File: src/rtl/core/rpce_pkg.sv
`timescale 1ns / 1ps
package rpce_pkg;

	localparam int FRAC_BITS    = 16;
	localparam int ANGLE_BITS   = 16;
	localparam int CORDIC_STEPS = 16;
	localparam int STEP_W       = 5;
	localparam logic [31:0] ONE_Q = 32'(64'd1 << FRAC_BITS);
	localparam logic [31:0] Q30_GAIN = 32'h26DD3B6A;

	localparam logic [2:0] REQ_IDENT = 3'd0;
	localparam logic [2:0] REQ_TRANS = 3'd1;
	localparam logic [2:0] REQ_ROTX  = 3'd2;
	localparam logic [2:0] REQ_ROTY  = 3'd3;
	localparam logic [2:0] REQ_ROTZ  = 3'd4;
	localparam logic [2:0] REQ_POINT = 3'd5;
	localparam logic [2:0] REQ_INV   = 3'd6;
	// unused code, pose left as it is
	localparam logic [2:0] REQ_SPARE = 3'd7;

	// arctangent steps, 2^32 units per turn
	function automatic logic [31:0] atan_step(input logic [STEP_W-1:0] i);
		logic [31:0] r;
		unique case (i)
			5'd0:  r = 32'h20000000;
			5'd1:  r = 32'h12E4051E;
			5'd2:  r = 32'h09FB385B;
			5'd3:  r = 32'h051111D4;
			5'd4:  r = 32'h028B0D43;
			5'd5:  r = 32'h0145D7E1;
			5'd6:  r = 32'h00A2F61E;
			5'd7:  r = 32'h00517C55;
			5'd8:  r = 32'h0028BE53;
			5'd9:  r = 32'h00145F2F;
			5'd10: r = 32'h000A2F98;
			5'd11: r = 32'h000517CC;
			5'd12: r = 32'h00028BE6;
			5'd13: r = 32'h000145F3;
			5'd14: r = 32'h0000A2FA;
			5'd15: r = 32'h0000517D;
			5'd16: r = 32'h000028BE;
			5'd17: r = 32'h0000145F;
			5'd18: r = 32'h00000A30;
			5'd19: r = 32'h00000518;
			5'd20: r = 32'h0000028C;
			5'd21: r = 32'h00000146;
			5'd22: r = 32'h000000A3;
			5'd23: r = 32'h00000051;
			default: r = 32'h0;
		endcase
		return r;
	endfunction

	function automatic logic signed [31:0] sat32(input logic signed [35:0] v);
		logic signed [31:0] r;
		if (v > 36'sh07FFFFFFF) r = 32'sh7FFFFFFF;
		else if (v < -36'sh080000000) r = 32'sh80000000;
		else r = v[31:0];
		return r;
	endfunction

endpackage

File: src/rtl/core/rpce_cordic.sv
`timescale 1ns / 1ps
// one rotation step per cycle, results in FRAC_BITS
module rpce_cordic (
	input  logic clk,
	input  logic arst_n,
	input  logic start,
	input  logic [15:0] angle,
	output logic done,
	output logic signed [31:0] cos_val,
	output logic signed [31:0] sin_val
);
	localparam int SH = 30 - rpce_pkg::FRAC_BITS;

	logic signed [33:0] x_q, y_q, z_q;
	logic [rpce_pkg::STEP_W-1:0] i_q;
	logic busy_q, flip_q;
	logic [31:0] turn;
	logic flip;
	logic signed [33:0] xs, ys, xr, yr, at;

	assign turn = 32'(angle[rpce_pkg::ANGLE_BITS-1:0]) << (32 - rpce_pkg::ANGLE_BITS);
	assign flip = turn[31] ^ turn[30];
	assign xs = x_q >>> i_q;
	assign ys = y_q >>> i_q;
	assign at = 34'(rpce_pkg::atan_step(i_q));
	assign xr = (x_q + (34'sd1 <<< (SH - 1))) >>> SH;
	assign yr = (y_q + (34'sd1 <<< (SH - 1))) >>> SH;
	assign cos_val = rpce_pkg::sat32(36'(flip_q ? -xr : xr));
	assign sin_val = rpce_pkg::sat32(36'(flip_q ? -yr : yr));

	always_ff @(posedge clk or negedge arst_n) begin
		if (!arst_n) begin
			busy_q <= 1'b0;
			done   <= 1'b0;
			i_q    <= '0;
		end else begin
			done <= 1'b0;
			if (start) begin
				busy_q <= 1'b1;
				i_q    <= '0;
			end else if (busy_q) begin
				if (i_q == rpce_pkg::STEP_W'(rpce_pkg::CORDIC_STEPS - 1)) begin
					busy_q <= 1'b0;
					done   <= 1'b1;
				end
				i_q <= i_q + 1'b1;
			end
		end
	end

	always_ff @(posedge clk) begin
		if (start) begin
			flip_q <= flip;
			x_q    <= 34'(rpce_pkg::Q30_GAIN);
			y_q    <= '0;
			z_q    <= 34'($signed(flip ? turn - 32'h80000000 : turn));
		end else if (busy_q) begin
			if (!z_q[33]) begin
				x_q <= x_q - ys;
				y_q <= y_q + xs;
				z_q <= z_q - at;
			end else begin
				x_q <= x_q + ys;
				y_q <= y_q - xs;
				z_q <= z_q + at;
			end
		end
	end
endmodule

File: config.mk
export PLATFORM = sky130hd
export DESIGN_NAME = rpce_cordic
export DESIGN_NICKNAME = d
export VERILOG_FILES = /design/src/rtl/core/rpce_pkg.sv /design/src/rtl/core/rpce_cordic.sv
export SDC_FILE = /design/constraint.sdc
export NUM_CORES = 1
export LEC_CHECK = 0
export BUFFER_PORTS_ARGS = -buffer_cell sky130_fd_sc_hd__buf_4
export CAP_MARGIN = 20
export CORE_MARGIN = 2
export CORE_UTILIZATION = 45
export CTS_CLUSTER_DIAMETER = 50
export DETAILED_ROUTE_END_ITERATION = 10
export HOLD_SLACK_MARGIN = 0.08
export PLACE_DENSITY = 0.63
export SLEW_MARGIN = 5
export SYNTH_ARGS = -nofsm -noshare
export SYNTH_HDL_FRONTEND = slang
export SYNTH_SLANG_ARGS = --single-unit
File: constraint.sdc
create_clock -name clk -period 9.38 [get_ports clk]
set_input_delay 1.407 -clock clk [delete_from_list [all_inputs] [get_ports clk]]
set_output_delay 1.407 -clock clk [all_outputs]
set_load 0.02 [all_outputs]
==> flow_summary.ini <==
[status]
status = complete, no violations

[finish]
most_common_cell_after_layout_fill_and_taps_aside = sky130_fd_sc_hd__nor2_1
multi_input_area_um2 = 14860
num_antenna_cells = 0
layout.area.seq_um2 = 2603
num-fill-cells = 4076
areaGrowthSynthToFinish_pct = 5.794
drive_gt1_share_pct = 12.37
fin_util_pct = 48.00
layout_common_cells = 226 x sky130_fd_sc_hd__nor2_1, 206 x sky130_fd_sc_hd__nand2_1, 186 x sky130_fd_sc_hd__a21oi_1
final_net_count = 2453

[timing]
finalMaxSlewViolations = 0
rsz0062_at_grt = no
timing_worst_slew_pin_value_ns = 1.213
setup_viol_count_final = 0
timing.final.crit_share_pct = 82.76
fmax_mhz = 128.8
skew_ns = 0.01604
finalSetupTns_ns = 0
max_slew_margin_pct = 18.94
hold_viol = 0
fin_crit_ns = 7.763

[global_routing]
antenna_found_initial = 1
first_global_vias = 16570
globalRouteTotalUtil_pct = 30.08
globalRouteOverflowTotal = 0
grt_start_max_net_pins = 90
grt_first_pass_wirelength_mm = 98.97

[routing]
via_per_inst = 6.457
detail_route.wl_per_cell_um = 22.49
wl_met1_mm = 29.03
route.met2.wl_mm = 27.65
drt-pass1-iter-count = 6
routed-via-count = 18420
drt_iter0_markers = 2023
ant_nets = 0
wl_mm = 64.15
dr.max_layer_used = met5
post-route-drc-count = 0
met3WireLength_mm = 5.726

[placed_design]
hpwl_mm = 47.89
port_buffers = 83
finalWeightedCongestion = 1.056

[yosys]
async_flop_share_pct = 6.364
syn_nets = 2522
synth-seq-area-share_pct = 14.03
synth.yosys.warnings = 0
synth_enable_flop_cells = 35
synthesis.area_um2 = 18440
synth_cell_type_count = 87
yosys_most_used_dff = sky130_fd_sc_hd__dfxtp_1
ys_seq_elements = 110
syn-instance-count = 2384
post_syn_area_per_cell_um2 = 7.736

[setup_path]
timing.critical_path.from_type = flip-flop
critical_path.reg2reg.startpoint = i_q[1]
timing.setup.critical_path_class = flip-flop to flip-flop
arrival_ns = 8.07
crit_chain = buf_4, mux4_2, mux2i_1, o221ai_1, a211oi_1, ha_1, nand2_1, nor2_1, and2_1, a21oi_1, xnor2_1, ha_1, a21o_1, a21o_1, a21oi_1, o211ai_1, a21oi_1, nor3_1, nor4_1, o31ai_1, nor3b_1, mux2i_1, nand4_1
critical_path_buf_inv_count = 1
cp_max_fo = 68
critical-path-top-cell-by-count = sky130_fd_sc_hd__a21oi_1
reg2reg_slack_ns = 1.62
critical-path-slowest-cell = sky130_fd_sc_hd__dfrtp_4
worstPathRequired_ns = 9.68
biggest_cell_delay_along_the_critical_path_ns = 1.00
critical_path.top_delay_family = compound AO/OA/AOI/OAI gates
critical_path.startpoint = i_q[1]
timing.critical_path.to_type = flip-flop

[floorplanning]
die_w_um = 206.4
dieArea_um2 = 42620
floorplan.initialDensity_pct = 45.37
io_pins = 84
core-area_um2 = 40650
floorplan.die.height_um = 206.4
std_cell_rows = 74

[clock_network]
cts_htree_levels = 3
cts_buffer_depth = 2
clk_transition_reported_paths_ns = 0.08
clkLatencyLatePin_ns = 0.42
clockRootBuffer = sky130_fd_sc_hd__clkbuf_16
cts-resized-gates = 0
clock-sinks = 110
cts-buffers-inserted = 9
cts.repair_timing.setup_buffer_count = 0
tritoncts_clock_tree = done
cts.hold.buffers_added = 0

[pwr]
vdd_drop_max_v = 0.0002677
static-leakage-power_nw = 8.173
power.density_cell_area_nw_per_um2 = 468.0

[min_path]
worstHoldStart = y_q[0]
hold_path_class = flip-flop to flip-flop

[flow_run]
max_cap_viol_count = 0
-- registers in the layout, indices dropped and copies added, names as in the netlist --
signal	flops
done	1
flip_q	1
i_q	5
z_q	34
x_q	34
busy_q	1
y_q	34
-- synth_stat cells, drive strengths merged (42+ instances only) --
library cell | n | area share (%)
mux4 | 74 | 9.0
a21oi | 186 | 5.0
inv | 51 | 1.0
mux2 | 42 | 2.6
xnor2 | 157 | 7.5
o21ai | 152 | 4.1
clkbuf | 123 | 2.5
nand3 | 60 | 1.6
a21o | 80 | 3.3
nor3 | 47 | 1.3
xor2 | 98 | 4.7
buf | 68 | 1.8
nor2 | 227 | 4.6
ha | 116 | 7.9
dfxtp | 68 | 7.4
nand2 | 206 | 4.2
mux2i | 78 | 4.2
-- routing by layer --
metal	GRT usage, %	vias to the layer above
met4	9.515	2
met3	7.001	117
li1	-	8650
met1	42.77	8804
met5	0	-
met2	44.66	843
-- metrics by stage --
stage | std cells | hold slack (ns) | power, mW | area (um2) | worst slack, ns
CTS | 2851 | 0.5207 | 9.019 | 19500 | 1.774
detailed placement | 2835 | 0.5106 | 8.504 | 19170 | 1.784
global route | 2852 | 0.5337 | 9.964 | 19510 | 1.099
floorplan | 2384 | 0.4724 | 6.825 | 18440 | 2.826
finish | 2852 | 0.5213 | 9.131 | 19510 | 1.617
global placement | 2835 | 0.4951 | 8.384 | 19170 | 2.049
-- cell type report --
cell class	count	share of cell area, %
clock buffers	12	1.321
multi-input cells	2029	76.18
flip-flops and latches	110	13.34
clock inverters	4	0.3463
inverters	54	1.039
well taps	532	3.412
repair buffers	111	4.361
-- worst reg2reg max path: cells and delay by family (launching register included) --
| family | cells | cell delay [ns] |
|---|---|---|
| adders and majority gates | 2 | 0.72 |
| AOI/OAI and AO/OA | 9 | 2.07 |
| muxes | 3 | 1.22 |
| and+or+nand+nor | 7 | 1.54 |
| DFF | 1 | 1.00 |
| xor gates and xnor gates | 1 | 0.18 |
| buffers and inverters | 1 | 0.93 |
-- path summary, 6_finish.rpt --
kind,endpoint,cells past startpoint
max,y_q[33],23
min,y_q[0],2
max reg2reg,y_q[33],23
min reg2reg,y_q[0],2
max in group asynchronous,i_q[2],1
min in group asynchronous,i_q[0],1
-- where the power goes --
part           internal, mW  switching (mW)
registers             0.754           0.457
clock network         0.249           0.211
logic                  3.31            4.15
-- kinds of logic (layout without fill, tap and decap cells) --
logic type / after synthesis / count (layout) / synth area share (%)
compound gates: 719 / 719 / 25.31
xor+xnor: 255 / 255 / 12.15
fa+ha+maj: 119 / 119 / 8.196
buf+inv: 245 / 181 / 5.441
flops: 110 / 110 / 14.03
mux: 194 / 194 / 15.84
simple gates: 742 / 742 / 19.04
Power figures use the tool's default switching activity.
